File: config.mk
export PLATFORM = sky130hd
export DESIGN_NAME = cmf_adder_tree
export DESIGN_NICKNAME = d
export VERILOG_FILES = /design/src/cmf_pkg.sv /design/src/cmf_adder_tree.sv
export SDC_FILE = /design/constraint.sdc
export NUM_CORES = 2
export LEC_CHECK = 0
export ABC_AREA = 1
export BUFFER_PORTS_ARGS = -buffer_cell sky130_fd_sc_hd__buf_2
export CORE_UTILIZATION = 61
export DETAILED_ROUTE_END_ITERATION = 8
export PLACE_DENSITY = 0.82
export SETUP_SLACK_MARGIN = 0.2
export SLEW_MARGIN = 15
export SYNTH_ARGS = -nofsm -noshare
export SYNTH_HDL_FRONTEND = slang
export SYNTH_SLANG_ARGS = --single-unit
File: constraint.sdc
create_clock -name clk -period 2.5 [get_ports clk]
set_clock_uncertainty 0.2 [all_clocks]
set_input_delay 0.125 -clock clk [delete_from_list [all_inputs] [get_ports clk]]
set_output_delay 0.125 -clock clk [all_outputs]
set_load 0.05 [all_outputs]
File: src/cmf_pkg.sv
package cmf_pkg;

  localparam int OUT_W   = 23;
  localparam int OUT_DW  = ((2 * OUT_W + 7) / 8) * 8;
  localparam int OUT_PAD = OUT_DW - 2 * OUT_W;
  localparam int CFG_W   = 32;
  localparam int CFG_AW  = 1;

  localparam logic [CFG_AW-1:0] CFG_COEF_I = 1'd0;
  localparam logic [CFG_AW-1:0] CFG_COEF_Q = 1'd1;

  localparam logic [CFG_W-1:0] COEF_I_RESET = 32'd486037701;
  localparam logic [CFG_W-1:0] COEF_Q_RESET = 32'd3617957972;

  typedef struct packed {
    logic shift;
    logic adv;
  } cmf_ctl_t;

endpackage

File: src/cmf_adder_tree.sv
module cmf_adder_tree #(
  parameter int N_LEAF = 32,
  parameter int W_IN   = 18
) (
  input  logic                                   clk,
  input  logic                                   rst_n,
  input  cmf_pkg::cmf_ctl_t                      ctl,
  input  logic                                   in_valid,
  input  logic signed [W_IN-1:0]                 leaf [N_LEAF],
  output logic                                   out_valid,
  output logic signed [W_IN+$clog2(N_LEAF)-1:0]  sum
);

  localparam int LVLS = $clog2(N_LEAF);
  localparam int P    = 1 << LVLS;
  localparam int AW   = W_IN + LVLS;

  logic signed [AW-1:0] leaf_ext [P];
  logic signed [AW-1:0] node_r [1:P-1];
  logic [LVLS-1:0]      vld_r;
  logic [LVLS:0]        vld_nxt;

  for (genvar j = 0; j < P; j++) begin : g_leaf
    if (j < N_LEAF) begin : g_used
      assign leaf_ext[j] = AW'(leaf[j]);
    end else begin : g_pad
      assign leaf_ext[j] = '0;
    end
  end

  for (genvar j = 1; j < P; j++) begin : g_node
    logic signed [AW-1:0] ca;
    logic signed [AW-1:0] cb;
    if (2 * j >= P) begin : g_from_leaf
      assign ca = leaf_ext[2 * j - P];
      assign cb = leaf_ext[2 * j + 1 - P];
    end else begin : g_from_node
      assign ca = node_r[2 * j];
      assign cb = node_r[2 * j + 1];
    end
    always_ff @(posedge clk) begin
      if (ctl.adv) begin
        node_r[j] <= ca + cb;
      end
    end
  end

  assign vld_nxt = {vld_r, in_valid};

  always_ff @(posedge clk) begin
    if (!rst_n) begin
      vld_r <= '0;
    end else if (ctl.adv) begin
      vld_r <= vld_nxt[LVLS-1:0];
    end
  end

  assign out_valid = vld_r[LVLS-1];
  assign sum       = node_r[1];

endmodule

==> impl_metrics.toml, run 1 <==
[die]
dieHeight_um = 308
io_pins = 605
initial_core_util_pct = 61.9
fp.dieW_um = 308
num_rows = 111

[synthesis]
netlist_instances = 8065
syn_nets = 9271
synth_seq_cells = 654
synth-warning-count = 0
ys_types = 31
syn-cell-area_um2 = 57100
synth_area_per_cell_um2 = 7.08
ys_seq_area_share_pct = 34.3

[outcome]
status = "stopped before the end"
error = "[ERROR GRT-0232] Routing congestion too high. Check the congestion heatmap in the GUI."
haltStage = "global routing"

[grt]
track_usage_pct = 44.9
gr-total-overflow = 11
grt_max_degree = 100

[placement]
gp_routability_congestion = 0.992
numPortBuffers = 603
post-dp-hpwl_mm = 128

[clock_tree]
clockBufferDepth = 3
htree_levels = 3
root_buffer = "clkbuf_16"
cts.sinks = 654
cts_buffers = 73

[timing]
worstEndpointGrtRepair = "node_r[0][684]$_DFFE_PP_/D"
worst_path_end_type = "sequential cell input"
==> cells by family after synthesis <==
kind of cell	after synthesis	synth area share (%)
AND/OR/NAND/NOR	4523	32.6
buffers and inverters	1372	9.03
adder cells (fa/ha/maj)	625	14.1
flip-flops	654	34.3
AO/OA/AOI/OAI	589	5.33
XOR/XNOR	302	4.64
==> stage by stage <==
stage / area [um^2] / util [%] / worst slack (ns) / cells / hold slack, ns
CTS: 71800 / 77.9 / 0.208 / 10826 / 0.00133
detailed placement: 62000 / 67.2 / 0.230 / 9938 / 0.177
floorplan: 57100 / - / 0.477 / 8065 / 0.0375
global placement: 62000 / 67.2 / 0.227 / 9938 / 0.148
==> routing by layer <==
| layer | GRT overflow | GRT usage (%) |
|---|---|---|
| met5 | 0 | 2.79 |
| met4 | 5 | 29.7 |
| met3 | 0 | 17.8 |
| met2 | 6 | 68.3 |
| met1 | 0 | 52.2 |
==> synth_stat cells <==
library cell	n	area share (%)
edfxtp_1	649	34
and2_4	8	0.12
a21oi_1	447	3.9
nand4_1	43	0.47
ha_1	594	13
nand3_2	31	0.54
clkbuf_2	1	0.0088
o21ai_0	109	0.96
dfxtp_1	5	0.18
nand3_1	542	4.8
inv_1	1368	9.0
nor2_2	38	0.42
o21bai_1	18	0.24
o21ai_2	1	0.015
nor2_1	588	3.9
nor4_1	1	0.011
a21oi_2	7	0.11
xnor2_1	71	1.1
fa_1	31	1.1
nor2_4	2	0.039
nor3_1	59	0.52
and2_1	69	0.76
buf_2	1	0.0088
nand2_1	3081	20
xor2_1	231	3.5
nand2_4	13	0.26
nand3b_1	7	0.092
inv_2	2	0.013
nand2_2	31	0.34
a21boi_0	7	0.092
or2_1	10	0.11
==> what timing repair did <==
item,in CTS
buffers inserted,0
endpoints found under the setup margin,3
gates resized for setup,3
endpoints found under the hold margin,504
hold buffers,756
gates cloned,0
==> inputs of run 2 (changes only) <==
--- a/config.mk
+++ b/config.mk
@@ -7,10 +7,9 @@
 export LEC_CHECK = 0
 export ABC_AREA = 1
 export BUFFER_PORTS_ARGS = -buffer_cell sky130_fd_sc_hd__buf_2
-export CORE_UTILIZATION = 61
+export CORE_UTILIZATION = 40
 export DETAILED_ROUTE_END_ITERATION = 8
-export PLACE_DENSITY = 0.82
-export SETUP_SLACK_MARGIN = 0.2
+export PLACE_DENSITY_LB_ADDON = 0.15
 export SLEW_MARGIN = 15
 export SYNTH_ARGS = -nofsm -noshare
 export SYNTH_HDL_FRONTEND = slang
==> impl_metrics.toml, run 2 <==
[synthesis]
synth-warning-count = 0
async_flop_share_pct = 0
synth.most_common_cell = "nand2_1"
synth_seq_cells = 654
syn-cell-area_um2 = 57100
netlist_top_cells_area = "edfxtp_1, nand2_1, ha_1"
synth_edf_count = 649
ys_seq_area_share_pct = 34.3
yosysTopAreaCellShare_pct = 34.2
yosys.area.top_type = "edfxtp_1"
syn_nets = 9271
synth_common_cells = "nand2_1, inv_1, edfxtp_1"
ys_types = 31
synth_area_per_cell_um2 = 7.08
netlist_instances = 8065
ys.flop_type = "edfxtp_1"

[finish]
final_cell_mix = "nand2_1, inv_1, dlygate4sd3_1, edfxtp_1, buf_2"
syn2layout_area_growth_pct = 32.6
top_regs = "node_r x649, vld_r x5"
multi_input_area_um2 = 33100
nets = 10923
regMostFlops = "node_r"
fin_cells = 11674
final-seq-area_um2 = 19600
layout_commonest_cell = "nand2_1"
drive_gt1_share_pct = 10.5
largest_reg_flops = 649
fillCellCount = 13479

[drt]
wl_per_cell_um = 14.5
ant_nets = 0
dr.pass1.iters = 6
viasPerCell = 4.75
drc = 0
vias = 55419
routed_wl_mm = 169
drt_iter0_drc = 3280

[outcome]
violations = "hold timing, setup timing"
status = "finished, violations left"

[grt]
grt_max_degree = 88
gr-total-overflow = 0
grt_pass1_vias = 54280
grt_pass1_wl_mm = 269
antenna_found_initial = 3
track_usage_pct = 22.8

[timing]
tightestPinTransition_ns = 0.482
period_share_pct = 100
fin_ws_ns = -0.00245
hold_viol = 2
fin_crit_ns = 2.50
drv_slew = 0
slew-limit-headroom_pct = 67.9
setup_viol = 1
holdWs_ns = -0.0232
finalSetupTns_ns = -0.00245
fmax_mhz = 400

[critical_path]
cp-end-kind = "flip-flop"
rrSetupSlack_ns = 0.18
cp.required_ns = 2.72
start_kind = "primary input"
critPathArrivalTime_ns = 2.72
crit_fanout = 4
path_class = "in -> reg"

[placement]
numPortBuffers = 603
post-dp-hpwl_mm = 130
gp_routability_congestion = 0.916
preCtsSetupSlack_ns = 0.166
dp.cells = 10591

[power]
leakage_nw = 39.1
p_seq_share_pct = 28.2
power.density_nw_per_um2 = 881
intPower_mw = 37.2
swShare_pct = 44.2
irDropWorstVdd_mv = 0.572
power_frac_clock_pct = 17.6
p_comb_share_pct = 54.2
switching_power_mw = 29.5
power.total_mw = 66.7

[clock_tree]
root_buffer = "clkbuf_16"
htree_levels = 3
clockBufferDepth = 3
cts.sinks = 654
cts_buffers = 79
cts_tree = "yes"
clk_pin_slew_ns = 0.06
clkLatencyLatePin_ns = 0.67

[job]
drv.max_cap_violation_count = 0

[die]
dieHeight_um = 380
initial_core_util_pct = 40.3
num_rows = 138
fp.dieW_um = 380
core_area_um2 = 142000
die_area_um2 = 144000
io_pins = 605

[worst_hold_path]
min_path_type = "in -> reg"
[run 2: worst paths after layout]
kind | start | to | depth (start not counted)
hold / removal | leaf[189] | node_r[0][609] | 8
hold reg to reg | vld_r[3] | vld_r[4] | 2
setup reg to reg | node_r[0][138] | node_r[0][81] | 11
setup / recovery | leaf[514] | node_r[0][406] | 12
[run 2: area by class of cell]
cell class	instances	share of cell area (%)
multi-input combinational	6039	43.8
clock inverter	54	0.720
inverter	1370	6.80
antenna	2	0.00662
clock buffer	92	2.79
sequential	654	25.9
tap	1890	3.13
timing repair buffer	1573	16.9
[run 2: logic make-up (layout without fill, tap and decap cells)]
family,after synthesis,in the layout,synth area share [%]
buffers and inverters,1372,3089,9.03
flip-flops,654,654,34.3
AO/OA/AOI/OAI,589,589,5.33
AND/OR/NAND/NOR,4523,4523,32.6
XOR/XNOR,302,302,4.64
adder cells (fa/ha/maj),625,625,14.1
other,0,2,0
[run 2: what timing repair did]
action / 4_1_cts / 5_1_grt
setup buffers: 0 / 4
hold buffers: 952 / 3
hold endpoints to repair: 673 / 3
setup endpoints to repair: 0 / 70
resized for setup: 0 / 133
[run 2: metal layers]
layer,share of wire (%),track usage (%),up-vias
met5,0,0,-
met4,2.8,6.29,0
met3,4.3,2.83,254
met2,46,38.6,1241
met1,47,30.5,24918
li1,-,-,29006
[run 2: power by group through the flow]
stage	Sequential, mW	Combinational, mW	Clock [mW]
after floorplan	18.6	23.6	0
after global placement	19.1	33.6	0
after global routing	19.1	41.0	12.5
after detailed placement	19.1	33.7	0
final	18.8	36.1	11.7
after CTS	18.9	35.9	12.1
[run 2: metrics by stage]
stage / cell area [um^2] / hold WS, ns / util (%)
floorplan: 57100 / 0.0375 / -
global placement: 62800 / 0.153 / 44.4
detailed placement: 62800 / 0.158 / 44.4
CTS: 75000 / 0.0000750 / 53.0
global route: 75600 / 0.0302 / 53.4
finish: 75600 / -0.0232 / 53.4
[run 2: worst max-delay path: stages]
cell and delay, ns:
dlygate4sd3_1 0.54, buf_2 0.14, ha_4 0.28, nand2_1 0.08
inv_1 0.07, nand2_1 0.05, nand2_1 0.05, dlygate4sd3_1 0.58
a21oi_2 0.07, nand3_1 0.09, dlygate4sd3_1 0.56, nand2_1 0.07
No activity file was read; power rests on OpenSTA's default activity.
