**src/cmf_pkg.sv**
```systemverilog
package cmf_pkg;

  localparam int OUT_W   = 23;
  localparam int OUT_DW  = ((2 * OUT_W + 7) / 8) * 8;
  localparam int OUT_PAD = OUT_DW - 2 * OUT_W;
  localparam int CFG_W   = 32;
  localparam int CFG_AW  = 1;

  localparam logic [CFG_AW-1:0] CFG_COEF_I = 1'd0;
  localparam logic [CFG_AW-1:0] CFG_COEF_Q = 1'd1;

  localparam logic [CFG_W-1:0] COEF_I_RESET = 32'd486037701;
  localparam logic [CFG_W-1:0] COEF_Q_RESET = 32'd3617957972;

  typedef struct packed {
    logic shift;
    logic adv;
  } cmf_ctl_t;

endpackage

```
**src/cmf_tap_cell.sv**
```systemverilog
module cmf_tap_cell #(
  parameter int SAMPLE_BITS = 16
) (
  input  logic                          clk,
  input  logic                          rst_n,
  input  cmf_pkg::cmf_ctl_t             ctl,
  input  logic                          coef_i,
  input  logic                          coef_q,
  input  logic signed [SAMPLE_BITS-1:0] prev_i,
  input  logic signed [SAMPLE_BITS-1:0] prev_q,
  output logic signed [SAMPLE_BITS-1:0] tap_i,
  output logic signed [SAMPLE_BITS-1:0] tap_q,
  output logic signed [SAMPLE_BITS+1:0] term_x,
  output logic signed [SAMPLE_BITS+1:0] term_y
);

  localparam int TW = SAMPLE_BITS + 2;

  logic signed [SAMPLE_BITS-1:0] tap_i_r;
  logic signed [SAMPLE_BITS-1:0] tap_q_r;
  logic signed [TW-1:0]          term_x_r;
  logic signed [TW-1:0]          term_y_r;
  logic signed [TW-1:0]          ext_i;
  logic signed [TW-1:0]          ext_q;
  logic signed [TW-1:0]          i_by_ci;
  logic signed [TW-1:0]          q_by_cq;
  logic signed [TW-1:0]          q_by_ci;
  logic signed [TW-1:0]          i_by_cq;
  logic signed [TW-1:0]          term_x_nxt;
  logic signed [TW-1:0]          term_y_nxt;

  always_ff @(posedge clk) begin
    if (!rst_n) begin
      tap_i_r <= '0;
      tap_q_r <= '0;
    end else if (ctl.shift) begin
      tap_i_r <= prev_i;
      tap_q_r <= prev_q;
    end
  end

  always_comb begin
    ext_i      = TW'(tap_i_r);
    ext_q      = TW'(tap_q_r);
    i_by_ci    = coef_i ? ext_i : -ext_i;
    q_by_cq    = coef_q ? ext_q : -ext_q;
    q_by_ci    = coef_i ? ext_q : -ext_q;
    i_by_cq    = coef_q ? ext_i : -ext_i;
    term_x_nxt = i_by_ci + q_by_cq;
    term_y_nxt = q_by_ci - i_by_cq;
  end

  always_ff @(posedge clk) begin
    if (ctl.adv) begin
      term_x_r <= term_x_nxt;
      term_y_r <= term_y_nxt;
    end
  end

  assign tap_i  = tap_i_r;
  assign tap_q  = tap_q_r;
  assign term_x = term_x_r;
  assign term_y = term_y_r;

endmodule

```
**config.mk**
```make
export PLATFORM = sky130hd
export DESIGN_NAME = cmf_tap_cell
export DESIGN_NICKNAME = d
export VERILOG_FILES = /design/src/cmf_pkg.sv /design/src/cmf_tap_cell.sv
export SDC_FILE = /design/constraint.sdc
export NUM_CORES = 1
export LEC_CHECK = 0
export ABC_AREA = 1
export BUFFER_PORTS_ARGS = -buffer_cell sky130_fd_sc_hd__buf_2
export CAP_MARGIN = 25
export CORE_MARGIN = 2
export CORE_UTILIZATION = 50
export CTS_BUF_LIST = sky130_fd_sc_hd__clkbuf_2
export DETAILED_ROUTE_END_ITERATION = 10
export PLACE_DENSITY = 0.78
export SETUP_SLACK_MARGIN = 0.02
export SLEW_MARGIN = 20
export SYNTH_ARGS = -nofsm -noshare
export SYNTH_HDL_FRONTEND = slang
export SYNTH_SLANG_ARGS = --single-unit
```
**constraint.sdc**
```tcl
create_clock -name clk -period 2.7 [get_ports clk]
set_input_delay 0.27 -clock clk [delete_from_list [all_inputs] [get_ports clk]]
set_output_delay 0.27 -clock clk [all_outputs]
set_load 0.01 [all_outputs]
```
==> flow_summary.ini, run 1 <==
[run_status]
outcome = finished with violations
violations = hold timing, setup timing

[setup_path]
slowest_delay_ps = 380
reg2reg_to = term_y[17]
rrSetupSlack_ps = -20
path_max_fanout = 4
critPathBufInv = 2
startpoint_type = register
crit_type = register to register
path_cells = inv_2, ha_4, nand2_4, nor2_4, nand4_4, nor2_1, nand2_1, nand2_1, nand2_1, o21ai_2, ha_4, a21o_1, a21boi_0, nand2_1, inv_1, nand2_2, nand3_1, nand2_1
cp.required_ps = 3040
cp_slowest_cell = dfxtp_2
crit_path_frequent_cell = nand2_1
end_kind = register
crit_family = simple AND/OR/NAND/NOR gates
reg2regPathDepth = 18
r2r_start = tap_i[1]
critPathArrivalTime_ps = 3060

[synth]
ys_ff_latch = 67
yosysWarnings = 0
syn_avg_cell_area_um2 = 7.035
synthCells = 765
synth_edf_count = 35
synth_area_mm2 = 0.005381
ys.flop_type = edfxtp_1
ys_types = 40
synth_nets = 841
synth-async-reset-ratio = 0
ys_seq_area_frac = 0.3143

[finish]
area_growth_pct = 36.22
final_cell_area_mm2 = 0.007331
multi_input_area_mm2 = 0.003849
final_common_cell = nand2_1
ff_latch_area_mm2 = 0.001714
diodes = 0
final_cell_mix = nand2_1, buf_2, buf_4, inv_1, o21ai_0
fill_cells = 831
drive_gt1_frac = 0.3647
utilization = 0.7069
finalNetCount = 1017

[sta]
slew_viol_final = 0
rsz0062_at_grt = true
relSlewSlack = 0.5107
timing.final.crit_share = 1.008
fin_crit_ps = 2723
final_hold_viol_count = 4
fmax_ghz = 0.3673
setup_violations = 1
setup_ws_ps = -22.73
worstMarginPinSlew_ps = 733.9
finClkSkew_ps = 18.05
hold_slack_ps = -8.005

[power_and_ir_drop]
ir_worst_vdd_mv = 0.2971
seqPwrFrac = 0.339
power.internal_mw = 2.404
switching_power_mw = 1.650
p_sw_frac = 0.4071
power_leakage_nw = 3.531
power_density_mw_per_mm2 = 553.1
combPwrFrac = 0.518
power.share.clock = 0.143

[clock_tree]
cts_max_path_buffers = 2
cts.reportedPaths.clkPinSlew_ps = 180
root_buffer = clkbuf_2
cts_htree_levels = 3
cts_sinks = 67
cts_tree = done
clock_latency_ps = 540
cts_buffers = 9

[min_path]
hp-class = input port to register
holdPathStages = 3
hold_end = tap_i[7]
min-delay-start = prev_i[7]

[global_routing]
grt_pass1_wl_um = 23970
grt_antenna_before_repair = 0
grt_usage = 0.2614
grt_overflow = 0
grt_max_degree = 53
grt_pass1_vias = 5192

[floorplan]
dieWidth_um = 107.7
initial_core_util = 0.5189
die_area_mm2 = 0.01161
die_h_um = 107.7
ios = 106
rows = 37
core_area_mm2 = 0.01037

[place]
portBuffers = 105
placed_area_mm2 = 0.006349
globalplace.congestion = 0.9444
dp_hpwl_um = 11390

[job]
drv_cap = 0

[detailed_routing]
firstDrtPassIters = 5
drt_iter0_markers = 353
ant_nets = 0
vias = 5749
via_per_inst = 5.313
drc = 0
routed_wl_um = 15670
routedWlPerCell_um = 14.48
-- cells in the mapped netlist (all sizes together), types with 3 or more instances --
library cell    n  share of area
nand2         209           0.15
o21ai         105           0.10
nor2           82          0.073
inv            75          0.052
a21oi          59          0.056
ha             36          0.084
edfxtp         35           0.20
nand3          34          0.033
dfxtp          32           0.12
xor2           32          0.052
clkbuf         16          0.011
buf             8         0.0081
xnor2           8          0.013
a21o            6         0.0084
nor3            6         0.0065
nand4           5         0.0070
and2            3         0.0035
o31ai           3         0.0042
-- kinds of logic (layout without fill, tap and decap cells) --
group	count (synthesis)	after routing	share of synthesized area
simple gates	342	342	0.2806
compound gates	178	178	0.1765
buf+inv	100	281	0.07231
flops	67	67	0.3143
xor+xnor	40	40	0.06510
fa+ha+maj	38	38	0.09114
-- timing repair --
| action | 4_1_cts | 5_1_grt |
|---|---|---|
| setup endpoints to repair | 15 | 22 |
| hold buffers | 14 | 0 |
| pin swaps | 9 | 55 |
| buffers inserted | 4 | 16 |
| hold endpoints to repair | 14 | 0 |
| gates resized for setup | 16 | 156 |
-- worst register-to-register path: stages, from the launching register on --
cell      delay [ps]
dfxtp_2          380
inv_2             80
ha_4             160
nand2_4           60
nor2_4           210
nand4_4          160
nor2_1           140
nand2_1           90
nand2_1           90
nand2_1           60
o21ai_2          110
ha_4             240
a21o_1           190
a21boi_0         200
nand2_1           80
inv_1             60
nand2_2           70
nand3_1           90
nand2_1           50
-- cell type report --
cell class / count / share of cell area
Clock buffer: 12 / 0.008193
Sequential cell: 67 / 0.2338
Tap cell: 136 / 0.02321
Clock inverter: 4 / 0.005632
Inverter: 76 / 0.03960
Multi-Input combinational cell: 598 / 0.5250
Timing Repair Buffer: 189 / 0.1645
-- per-stage QoR --
stage               power, mW  std cells  TNS (ps)  setup WS, ps
finish                  4.054       1082    -22.73        -22.73
global route            4.320       1082    -867.5        -112.6
CTS                     3.708       1066         0         4.868
detailed placement      3.091       1032    -266.5        -134.1
global placement        3.065       1032    -14.63        -13.77
floorplan               2.516        765         0         124.4
-- metal layers --
metal | track usage | share of wire
met1 | 0.3617 | 0.45
met2 | 0.4079 | 0.45
met3 | 0.03874 | 0.073
met4 | 0.1071 | 0.028
met5 | 0 | 0
-- how the worst max path moves through the flow --
stage	from	endpoint	cells after the start
2_1_floorplan	tap_i[0]	term_y[17]	19
4_1_cts	tap_q[1]	term_y[17]	17
3_5_place_dp	tap_q[1]	term_y[17]	19
3_3_place_gp	tap_q[1]	term_y[17]	19
6_report	tap_i[1]	term_y[17]	18
5_1_grt	tap_i[1]	term_x[17]	16
-- state kept, by name, summed over array words and instances (netlist names) --
name    count
tap_i      16
term_y     17
term_x     18
tap_q      16
-- power groups by stage --
| stage | registers (mW) | clock network (mW) | logic, mW |
|---|---|---|---|
| after floorplan | 1.50 | 0 | 1.02 |
| after global placement | 1.39 | 0 | 1.67 |
| after detailed placement | 1.39 | 0 | 1.70 |
| after CTS | 1.37 | 0.580 | 1.76 |
| after global routing | 1.39 | 0.620 | 2.31 |
| final | 1.37 | 0.579 | 2.10 |
Power figures use the tool's default switching activity.
==> inputs of run 2 (changes only) <==
--- a/config.mk
+++ b/config.mk
@@ -8,11 +8,13 @@
 export ABC_AREA = 1
 export BUFFER_PORTS_ARGS = -buffer_cell sky130_fd_sc_hd__buf_2
 export CAP_MARGIN = 25
+export CELL_PAD_IN_SITES_DETAIL_PLACEMENT = 1
+export CELL_PAD_IN_SITES_GLOBAL_PLACEMENT = 2
 export CORE_MARGIN = 2
-export CORE_UTILIZATION = 50
+export CORE_UTILIZATION = 32
 export CTS_BUF_LIST = sky130_fd_sc_hd__clkbuf_2
 export DETAILED_ROUTE_END_ITERATION = 10
-export PLACE_DENSITY = 0.78
+export PLACE_DENSITY = 0.88
 export SETUP_SLACK_MARGIN = 0.02
 export SLEW_MARGIN = 20
 export SYNTH_ARGS = -nofsm -noshare
==> constraint.sdc (replaced) <==
create_clock -name clk -period 2.7 [get_ports clk]
set_input_delay 0.27 -clock clk [delete_from_list [all_inputs] [get_ports clk]]
set_output_delay 0.27 -clock clk [all_outputs]
set_load 0.05 [all_outputs]
==> run 2 against run 1 <==
Against the previous run:
- the run ends with setup timing left
- flip-flop and latch count unchanged
- power increased by 20%
- sequential power about the same
- non-clock buffer count increased by 53
- via count increased by 3.4%
- sequential share of layout area decreased by 2.4 points
- routed wire length increased by 25%
- combinational power increased by 41%
- clock power decreased by 9.5%
- register-to-register slack improved by 20 ps
- largest cell class unchanged
==> flow_summary.ini, run 2 (synthesis gave the netlist of run 1 again) <==
[global_routing]
grt_pass1_vias = 5881
grt_antenna_before_repair = 0
grt_usage = 0.2091
grt_overflow = 0
grt_max_degree = 43
grt_pass1_wl_um = 29530

[finish]
ff_latch_area_mm2 = 0.001702
finalNetCount = 1070
drive_gt1_frac = 0.4234
multi_input_area_mm2 = 0.004114
area_growth_pct = 50.96
diodes = 0
final_cell_mix = nand2_1, buf_2, buf_4, inv_1, o21ai_0
final_common_cell = nand2_1
largest_reg_flops = 18
fill_cells = 2078

[floorplan]
rows = 47
initial_core_util = 0.3257
ios = 106
die_area_mm2 = 0.01787
dieWidth_um = 133.7
core_area_mm2 = 0.01652
die_h_um = 133.7

[clock_tree]
cts_max_path_buffers = 2
root_buffer = clkbuf_2
cts_sinks = 67
clock_latency_ps = 590
cts_tree = done
cts_htree_levels = 3
cts_buffers = 9
cts.reportedPaths.clkPinSlew_ps = 220

[sta]
worstMarginPinSlew_ps = 810.9
fin_crit_ps = 2705
setup_ws_ps = -4.800
timing.final.crit_share = 1.002
fmax_ghz = 0.3697
finClkSkew_ps = 39.81
slew_viol_final = 0
rsz0062_at_grt = true
relSlewSlack = 0.4594
setup_tns_ps = -4.800
setup_violations = 1
final_hold_viol_count = 0

[min_path]
hp-class = input port to register
holdPathStages = 3
hold_end = tap_i[0]
min-delay-start = prev_i[0]

[detailed_routing]
drt_iter0_markers = 335
vias = 5947
drc = 0
routedWlPerCell_um = 16.11
ant_nets = 0
via_per_inst = 4.879
routed_wl_um = 19640
firstDrtPassIters = 4

[setup_path]
crit_type = register to register
startpoint_type = register
end_kind = register
slowest_delay_ps = 430
critPathArrivalTime_ps = 3050
reg2regPathDepth = 15
path_max_fanout = 3
cp_slowest_cell = o21ai_0
path_cells = inv_2, ha_4, nand3_4, nor2_4, xor2_1, o21ai_0, ha_4, nand2_2, inv_2, a21oi_2, nand3_4, nand2_1, nand2_2, nand3_1, nand2_1
rrSetupSlack_ps = -5
reg2reg_to = term_y[17]
r2r_start = tap_q[1]
cp.required_ps = 3050

[place]
post-place-ws_ps = -194.7
dp_hpwl_um = 14500
portBuffers = 105
globalplace.congestion = 0.8668

[job]
drv_cap = 0

[run_status]
outcome = finished with violations
violations = setup timing

[power_and_ir_drop]
ir_worst_vdd_mv = 0.2798
power_density_mw_per_mm2 = 597.8
power_leakage_nw = 3.807
-- run 2: cell count changes in the layout (fill, tap and decap cells not counted), moves of 7 or more --
cell,delta
o21ai_2,+11
ha_4,+7
nor2_1,-8
a21oi_2,+7
dlygate4sd3_1,+16
buf_4,+36
a21oi_1,-10
o21ai_0,-8
-- run 2: area by class of cell --
cell class,count,area share
Timing Repair Buffer,242,0.2050
Inverter,76,0.03542
Tap cell,220,0.03388
Multi-Input combinational cell,598,0.5064
Clock buffer,13,0.008009
Clock inverter,3,0.001848
Sequential cell,67,0.2095
-- run 2: where the power goes --
part | internal [mW] | total [mW] | switching [mW]
clock | 0.132 | 0.524 | 0.392
combinational | 1.09 | 2.96 | 1.88
sequential | 1.30 | 1.37 | 0.0653
total | 2.52 | 4.86 | 2.33
-- run 2: layer usage --
metal,part of all wire,track usage,up-vias
li1,-,-,2995
met1,0.47,0.2874,2801
met2,0.47,0.3422,126
met3,0.035,0.02892,25
met4,0.020,0.06206,0
met5,0,0,-
-- run 2: worst max path at each step --
| stage | from | endpoint | slack [ps] | cells past startpoint |
|---|---|---|---|---|
| final | tap_q[1] | term_y[17] | -5 | 15 |
| after global placement | tap_i[0] | term_y[17] | -120 | 19 |
| after global routing | tap_i[1] | term_y[17] | -180 | 18 |
| after CTS | tap_q[1] | term_y[17] | -40 | 16 |
| after floorplan | tap_i[1] | term_y[15] | 30 | 19 |
| after detailed placement | tap_i[0] | term_y[17] | -190 | 19 |
-- run 2: critical path, delay by kind of cell, from the launching register on --
family          cells  cell delay, ps
xor+xnor            1              90
flops               1             390
fa+ha+maj           2             450
simple gates        8             800
buf+inv             2             120
compound gates      2             600
-- run 2: stage by stage --
stage	instance area, um^2	utilization	power (mW)	hold slack [ps]	cells
2_1_floorplan	5389	-	3.020	382.5	765
3_3_place_gp	6774	0.4099	3.771	500.1	1156
3_5_place_dp	6774	0.4099	3.812	499.2	1156
4_1_cts	7296	0.4415	4.436	12.03	1206
5_1_grt	8124	0.4916	5.159	55.37	1219
6_report	8124	0.4916	4.857	70.50	1219
-- run 2: repair_timing --
action / CTS / global route
setup endpoints to repair: 14 / 23
pin swaps: 18 / 75
resized for setup: 38 / 181
setup buffers: 4 / 14
hold endpoints to repair: 30 / 0
hold buffers: 30 / 0
==> inputs of run 3 (changes only) <==
==> constraint.sdc (replaced) <==
create_clock -name clk -period 2.7 [get_ports clk]
set_input_delay 0.27 -clock clk [delete_from_list [all_inputs] [get_ports clk]]
set_output_delay 0.27 -clock clk [all_outputs]
set_load 0.005 [all_outputs]
==> run 3 against run 2 <==
Against the previous run:
- die area unchanged
- clock power down 3%
- critical path depth up 5
- critical path type unchanged
- combinational power down 20%
- the flow still finishes with violations (setup timing)
- final cell count down 0.16%
- non-clock buffer count down 2
- routed wire length up 3.4%
- utilization down 0.061 points
- sequential share of layout area about the same
==> flow_summary.ini, run 3 (synthesis gave the netlist of run 1 again) <==
[floorplan]
die_area_mm2 = 0.01787
rows = 47
core_area_mm2 = 0.01652
initial_core_util = 0.3257
dieWidth_um = 133.7
die_h_um = 133.7
ios = 106

[power_and_ir_drop]
power.internal_mw = 2.482
seqPwrFrac = 0.323
switching_power_mw = 1.780
power.share.clock = 0.119
p_sw_frac = 0.4177
power_leakage_nw = 3.798
power_density_mw_per_mm2 = 525.3
ir_worst_vdd_mv = 0.1942
combPwrFrac = 0.558

[detailed_routing]
drc = 0
routed_wl_um = 20300
via_per_inst = 4.915
routedWlPerCell_um = 16.68
drt_iter0_markers = 246
vias = 5982
firstDrtPassIters = 4
ant_nets = 0

[clock_tree]
cts_tree = done
cts.reportedPaths.clkPinSlew_ps = 190
clock_latency_ps = 580
cts_htree_levels = 3
cts_sinks = 67
root_buffer = clkbuf_2
cts_max_path_buffers = 2
cts_buffers = 9

[finish]
finalNetCount = 1068
final_cell_area_mm2 = 0.008114
final_cell_mix = nand2_1, buf_2, buf_4, inv_1, o21ai_0
drive_gt1_frac = 0.4157
final_common_cell = nand2_1
area_growth_pct = 50.78
largest_reg_flops = 18

[sta]
slew_viol_final = 0
relSlewSlack = 0.4553
rsz0062_at_grt = true
setup_tns_ps = -103.6
worstMarginPinSlew_ps = 817.1
fmax_ghz = 0.3609
setup_violations = 2
fin_crit_ps = 2771
final_hold_viol_count = 0
timing.final.crit_share = 1.026
finClkSkew_ps = 29.45
setup_ws_ps = -70.78
hold_slack_ps = 108.0

[setup_path]
path_cells = inv_2, ha_4, nand2_4, nor2_4, inv_2, o31ai_2, nand2_1, nand2_1, o21ai_2, ha_4, a21oi_2, buf_4, o21ai_2, nand2_1, nand2_1, inv_1, nand2_2, inv_2, nand3_2, nand2_1
end_kind = register
startpoint_type = register
crit_family = simple AND/OR/NAND/NOR gates
crit_type = register to register
slowest_delay_ps = 370
rrSetupSlack_ps = -70
critPathBufInv = 5
cp_slowest_cell = dfxtp_2
path_max_fanout = 4
crit_path_frequent_cell = nand2_1
cp.required_ps = 3060
reg2reg_to = term_y[17]
reg2regPathDepth = 20
critPathArrivalTime_ps = 3130
r2r_start = tap_i[0]

[place]
portBuffers = 105
dp_hpwl_um = 14650
placed_area_mm2 = 0.006701
post-place-ws_ps = -185.1
globalplace.congestion = 0.8528

[global_routing]
grt_pass1_wl_um = 30510
grt_usage = 0.2166
grt_pass1_vias = 6047
grt_max_degree = 36
grt_overflow = 0
grt_antenna_before_repair = 1

[run_status]
violations = setup timing
outcome = finished with violations

[min_path]
holdPathStages = 3
min-delay-start = ctl[1]
hold_end = tap_i[8]
hp-class = input port to register

[job]
drv_cap = 0
-- run 3: cell type report --
| cell class | instances | area, um^2 |
|---|---|---|
| Fill cell | 2050 | 8411 |
| Multi-Input combinational cell | 598 | 4138 |
| Sequential cell | 67 | 1702 |
| Timing Repair Buffer | 240 | 1638 |
| Inverter | 76 | 285.3 |
| Tap cell | 220 | 275.3 |
| Clock buffer | 13 | 65.06 |
| Clock inverter | 2 | 8.758 |
| Antenna cell | 1 | 2.502 |
-- run 3: worst max path at each step --
stage,slack [ps],cells past startpoint,end,startpoint
2_1_floorplan,150,19,term_y[17],tap_i[0]
3_5_place_dp,-190,19,term_y[17],tap_i[0]
3_3_place_gp,-140,16,term_y[17],tap_q[0]
5_1_grt,-210,20,term_y[17],tap_i[0]
6_report,-70,20,term_y[17],tap_i[0]
4_1_cts,-20,16,term_y[17],tap_q[1]
-- run 3: metal layers --
metal	vias up	global-route usage	routed length, um
met3	30	0.03311	742
met1	2840	0.2799	9237
met4	0	0.06738	419
met2	135	0.3723	9903
met5	-	0	0
li1	2977	-	-
-- run 3: power groups by stage --
stage               Combinational (mW)  Sequential (mW)  Clock [mW]
floorplan                         1.02             1.43           0
global placement                  1.77             1.39           0
detailed placement                1.81             1.40           0
CTS                               1.97             1.38       0.523
global route                      2.60             1.39       0.552
finish                            2.38             1.38       0.507
-- run 3: per-stage QoR --
stage                     utilization  std cells  power (mW)
final                          0.4910       1217       4.263
after global routing           0.4910       1217       4.551
after CTS                      0.4453       1202       3.874
after detailed placement       0.4055       1149       3.207
after global placement         0.4055       1149       3.161
after floorplan                     -        765       2.447
-- run 3: timing repair --
action                                  4_1_cts  5_1_grt
setup buffers                                 6       15
hold buffers                                 32        0
gates resized for setup                      69      152
endpoints found under the setup margin       18       22
pin swaps                                    26       64
hold endpoints to repair                     32        0
-- run 3: worst register-to-register path, delay by kind of cell, from the launching register on --
family / cells / cell delay [ps]
buffers and inverters: 5 / 390
AOI/OAI and AO/OA: 4 / 520
adders and majority gates: 2 / 470
DFF: 1 / 370
and+or+nand+nor: 9 / 810
